--- config.mk ---
export PLATFORM = sky130hd
export DESIGN_NAME = cbo_slot_cell
export DESIGN_NICKNAME = d
export VERILOG_FILES = /design/src/rtl/cbo_pkg.sv /design/src/rtl/cbo_slot_cell.sv
export SDC_FILE = /design/constraint.sdc
export NUM_CORES = 1
export LEC_CHECK = 0
export ABC_CLOCK_PERIOD_IN_PS = 15750
export BUFFER_PORTS_ARGS = -buffer_cell sky130_fd_sc_hd__buf_2
export CORE_AREA = 2 2 325 327
export DETAILED_ROUTE_END_ITERATION = 10
export DIE_AREA = 0 0 327 329
export MAX_ROUTING_LAYER = met4
export PLACE_DENSITY_LB_ADDON = 0.2
export SETUP_SLACK_MARGIN = 0.02
export SLEW_MARGIN = 30
export SYNTH_ARGS = -nofsm -noshare
export SYNTH_HDL_FRONTEND = slang
export SYNTH_SLANG_ARGS = --single-unit
--- constraint.sdc ---
create_clock -name clk -period 15.75 [get_ports clk]
set_input_delay 1.575 -clock clk [delete_from_list [all_inputs] [get_ports clk]]
set_output_delay 1.575 -clock clk [all_outputs]
set_load 0.02 [all_outputs]
--- src/rtl/cbo_pkg.sv ---
// ----------------------------------------------------------------------------
// cbo_pkg: shared types and constants of the cell bin overlap core.
// Holds register indexes, reset values and the structs that travel between
// the per-axis front pipeline, the slot cells and the top level.
// ----------------------------------------------------------------------------
`timescale 1ns / 1ps

package cbo_pkg;

	// Configuration port geometry.
	localparam int CFG_IDX_W  = 3;
	localparam int CFG_DATA_W = 32;

	// Configuration register indexes.
	typedef enum logic [CFG_IDX_W-1:0] {
		REG_ORIGIN_X       = 3'd0,
		REG_ORIGIN_Y       = 3'd1,
		REG_BIN_WIDTH      = 3'd2,
		REG_BIN_HEIGHT     = 3'd3,
		REG_INV_BIN_WIDTH  = 3'd4,
		REG_INV_BIN_HEIGHT = 3'd5
	} cfg_reg_t;

	// Reset values of the configuration registers.
	localparam logic signed [31:0] ORIGIN_RST  = 32'sd0;
	localparam logic        [30:0] BIN_SZ_RST  = 31'd256000;
	localparam logic        [31:0] INV_BIN_RST = 32'd16777;

	// Largest bin index that can be reported.
	localparam logic [30:0] IDX_MAX = 31'h7FFF_FFFF;

	// One axis of a cell as it leaves the front pipeline.
	typedef struct packed {
		logic        [30:0] idx;   // corrected lower bin index
		logic signed [31:0] pos;   // cell lower edge
		logic signed [32:0] fin;   // cell upper edge, pos + size
		logic signed [63:0] left;  // left edge of the bin in hand
	} axis_t;

	// Both axes of a cell, handed from cell to cell.
	typedef struct packed {
		axis_t x;
		axis_t y;
	} slot_data_t;

	// Result fields produced by one slot cell.
	typedef struct packed {
		logic [30:0] bin_x_low;
		logic [30:0] bin_y_low;
		logic [30:0] ovl_x;
		logic [30:0] ovl_y;
	} slot_result_t;

endpackage

--- src/rtl/cbo_slot_cell.sv ---
// ----------------------------------------------------------------------------
// cbo_slot_cell: one slot of the overlap chain.
// Holds the bin edges of one slot on both axes, gives the overlap of the
// cell with those bins and hands the next bin's left edge to its neighbour.
// ----------------------------------------------------------------------------
`timescale 1ns / 1ps

module cbo_slot_cell (
	input  logic                  clk,
	input  logic                  arst_n,
	input  logic                  en,
	input  logic                  in_vld,
	input  cbo_pkg::slot_data_t   in_data,
	input  logic           [30:0] bin_width,
	input  logic           [30:0] bin_height,
	output logic                  vld,
	output cbo_pkg::slot_data_t   out_data,
	output cbo_pkg::slot_result_t res
);

	logic                vld_q;
	cbo_pkg::slot_data_t data_q;
	logic signed [63:0]  rx_q, ry_q;

	// Overlap of the span [pos, fin) with the bin [left, right), never negative.
	function automatic logic [30:0] bin_overlap(
		input logic signed [31:0] pos,
		input logic signed [32:0] fin,
		input logic signed [63:0] left,
		input logic signed [63:0] right
	);
		logic signed [63:0] pos_w, fin_w, lo, hi, ov;
		begin
			pos_w = $signed({{32{pos[31]}}, pos});
			fin_w = $signed({{31{fin[32]}}, fin});
			lo    = (pos_w > left) ? pos_w : left;
			hi    = (fin_w < right) ? fin_w : right;
			ov    = hi - lo;
			if (ov < 64'sd0) begin
				return '0;
			end
			return ov[30:0];
		end
	endfunction

	// Occupancy of the cell.
	always_ff @(posedge clk or negedge arst_n) begin
		if (!arst_n) begin
			vld_q <= 1'b0;
		end else if (en) begin
			vld_q <= in_vld;
		end
	end

	// Slot payload and the right edges of the bins in hand.
	always_ff @(posedge clk) begin
		if (en) begin
			data_q <= in_data;
			rx_q   <= in_data.x.left + $signed({33'b0, bin_width});
			ry_q   <= in_data.y.left + $signed({33'b0, bin_height});
		end
	end

	// The next slot's bins start where these end.
	always_comb begin
		out_data        = data_q;
		out_data.x.left = rx_q;
		out_data.y.left = ry_q;
	end

	assign vld           = vld_q;
	assign res.bin_x_low = data_q.x.idx;
	assign res.bin_y_low = data_q.y.idx;
	assign res.ovl_x     = bin_overlap(data_q.x.pos, data_q.x.fin, data_q.x.left, rx_q);
	assign res.ovl_y     = bin_overlap(data_q.y.pos, data_q.y.fin, data_q.y.left, ry_q);

endmodule

==> impl_metrics.tcl <==
set metrics [dict create \
    drive_above_1_share 0.242 \
    pwr_density_cell_nw_per_um2 145 \
    whs_path_depth 1 \
    cp_data_arrival_time_ps 8410 \
    startpoint_type "flop" \
    initial_core_util 0.326 \
    p_comb_frac 0.508 \
    routed-via-count 27300 \
    io-pin-count 831 \
    p_int_mw 3.27 \
    die_x_um 327 \
    final_net_count 4820 \
    hp-class "flop to flop" \
    syn_to_final_growth_pct 17.2 \
    multiInputGateArea_um2 17300 \
    cts_root_buf "clkbuf_16" \
    yosys_warnings 0 \
    maxCapViolCount 0 \
    vdd_drop_max_v 0.000131 \
    fin_util 0.383 \
    post-route-drc-count 0 \
    fin_cells 5441 \
    synthesis.instances 3398 \
    die_area_um2 108000 \
    p_switching_mw 2.51 \
    grt_pass1_wl_um 171000 \
    ant_nets 0 \
    synth_top_area_frac 0.395 \
    tns_ps 0 \
    antenna_found_initial 25 \
    fin_area_um2 39900 \
    insertion_delay_ps 630 \
    grt_pass1_vias 26900 \
    dp_hpwl_um 95900 \
    finalHoldWorstSlack_ps 504 \
    regArea_um2 13500 \
    avgViaCountPerCell 5.02 \
    clkTransAtPathRegs_ps 50 \
    worstRegToRegCells 1 \
    seq_area_frac_synth 0.396 \
    synth_area_leader_cell "edfxtp_1" \
    cts-buffers-inserted 57 \
    pre_cts_ws_ps 6120 \
    outcome "completed" \
    synthFlopType "edfxtp_1" \
    clock.fmax_ghz 0.100 \
    syn-cell-area_um2 34100 \
    clk_path_buf_depth 3 \
    hold_buffers 0 \
    async_reset_ff_frac 0.00223 \
    grt_max_degree 90 \
    worstHoldStart "vld" \
    avgSynthCellArea_um2 10.0 \
    p_leak_nw 18.7 \
    ys_types 85 \
    rows 119 \
    cp-end-kind "output port" \
    first_iter_violations 1605 \
    worst_slack_ps 5770 \
    place_congestion 0.910 \
    swShare 0.434 \
    p_seq_frac 0.267 \
    wl_um 117000 \
    syn-num-nets 4230 \
    wire_per_inst_um 21.6 \
    fp.dieH_um 329 \
    slew_headroom 0.366 \
    port_buffers 830 \
    ff2ff_setup_slack_ps 15020 \
    core_area_um2 104000 \
    rsz0062_at_grt "false" \
    critPathKind "flop to output port" \
    grt_overflow 0 \
    finalCriticalPeriod_ps 9980 \
    skew_ps 0 \
    grtUsageTotal 0.217 \
    htreeDepth 2 \
    worstPathRequired_ps 14180 \
    synth_edf_count 448 \
    hold_violations 0 \
    critical_path.max_fanout 42 \
    post_cts_resized 0 \
    dp_cells 5319 \
    tightest_slew_ps 951 \
    slew_viol_final 0 \
    p_total_mw 5.79 \
    min_period_over_period 0.634 \
    place_area_um2 38100 \
    clkPwrFrac 0.225 \
    cts_sinks 449 \
    nFillCells 10600 \
    dr.pass1.iters 5 \
    cts_tree "built" \
    synth-seq-cells 449 \
    postCtsSetupBuffers 0 \
    ys_top_cells_by_area "edfxtp_1 39%, ha_1 16%, buf_4 5.7%, a21oi_1 4.0%, mux2i_1 3.6%" \
    min_to "vld" \
    timing.rr.start "vld" \
    rr_endpoint "vld" \
    finalSetupViolations 0 \
]
kinds of logic (layout without fill, tap and decap cells):
group,count (synthesis),after routing,share of synthesized area
compound gates,758,758,0.137
fa+ha+maj,446,446,0.165
xor+xnor,168,168,0.0434
simple gates,780,780,0.111
other cells,0,19,0
buf+inv,639,1272,0.100
flops,449,449,0.396
mux,158,158,0.0481
sequential cells by signal, summed over array words and instances (netlist names):
| register | flops |
|---|---|
| out_data | 192 |
| data_q | 128 |
| rx_q | 64 |
| vld | 1 |
| ry_q | 64 |
power by group through the flow:
stage	Clock (mW)	Combinational, mW	Sequential, mW
2_1_floorplan	0	2.01	1.58
3_3_place_gp	0	2.94	1.57
3_5_place_dp	0	2.94	1.57
4_1_cts	1.35	2.96	1.55
5_1_grt	1.38	3.22	1.56
6_report	1.30	2.94	1.55
how the worst max path moves through the flow:
stage,depth (start not counted),from,slack [ps],endpoint
2_1_floorplan,22,out_data[128],7930,res[1]
3_3_place_gp,25,out_data[226],6190,res[31]
3_5_place_dp,25,out_data[226],6120,res[31]
4_1_cts,25,out_data[226],5400,res[31]
5_1_grt,25,out_data[256],5150,res[31]
6_report,24,out_data[267],5770,res[31]
cells in the mapped netlist, types with 28 or more instances:
| library cell | number |
|---|---|
| a21o_1 | 94 |
| a21oi_1 | 273 |
| and3_1 | 28 |
| buf_4 | 257 |
| clkbuf_1 | 46 |
| edfxtp_1 | 448 |
| ha_1 | 442 |
| inv_1 | 312 |
| mux2_1 | 29 |
| mux2i_1 | 122 |
| nand2_1 | 295 |
| nand3_1 | 71 |
| nand4_1 | 73 |
| nor2_1 | 130 |
| nor3_1 | 38 |
| o21ai_0 | 173 |
| xnor2_1 | 90 |
| xor2_1 | 77 |
critical path: stages (launching register included):
cell	delay, ps
edfxtp_1	440
ha_1	350
nand4_1	130
nor3_1	690
a21boi_1	280
or4b_1	230
a31oi_1	150
o21ai_1	260
xnor2_1	140
nand2_4	240
buf_4	630
mux2i_1	370
ha_1	280
nor2b_1	130
o21ai_1	160
a21boi_1	120
nor4_1	500
nor3b_1	170
o21ai_1	470
or3_1	200
nand4_1	220
xor2_4	540
buf_4	470
mux2_2	380
buf_2	160
area by class of cell:
type	count	share of cell area
Tap cell	1391	0.0436
Inverter	312	0.0293
Clock buffer	68	0.0378
Multi-Input combinational cell	2310	0.433
Timing Repair Buffer	858	0.110
Clock inverter	34	0.00746
Sequential cell	449	0.337
Antenna cell	19	0.00119
metal layers:
metal,track usage,routed length [um],up-vias
met5,-,0,-
met2,0.378,59000,787
met3,0.0437,7480,133
met4,0.0524,2430,0
li1,-,-,13300
met1,0.255,48500,13100
layout by cell type (no fill, tap or decap), types with 13 or more instances in the layout:
cell type  count
buf_2        829
edfxtp_1     448
ha_1         442
inv_1        312
nand2_1      294
a21oi_1      273
o21ai_0      172
nor2_1       129
mux2i_1      122
a21o_1        94
xnor2_1       90
xor2_1        75
nand4_1       73
nand3_1       71
clkbuf_16     59
nor3_1        38
mux2_1        29
and3_1        28
o21bai_1      25
nor2b_1       25
buf_4         24
o21a_1        23
a211oi_1      23
nand2b_1      22
diode_2       19
o21ai_1       19
nor3b_1       17
o31ai_1       15
and4_1        14
nor4_1        14
or3_1         13
Note: power is estimated with default switching activity, not from simulation.
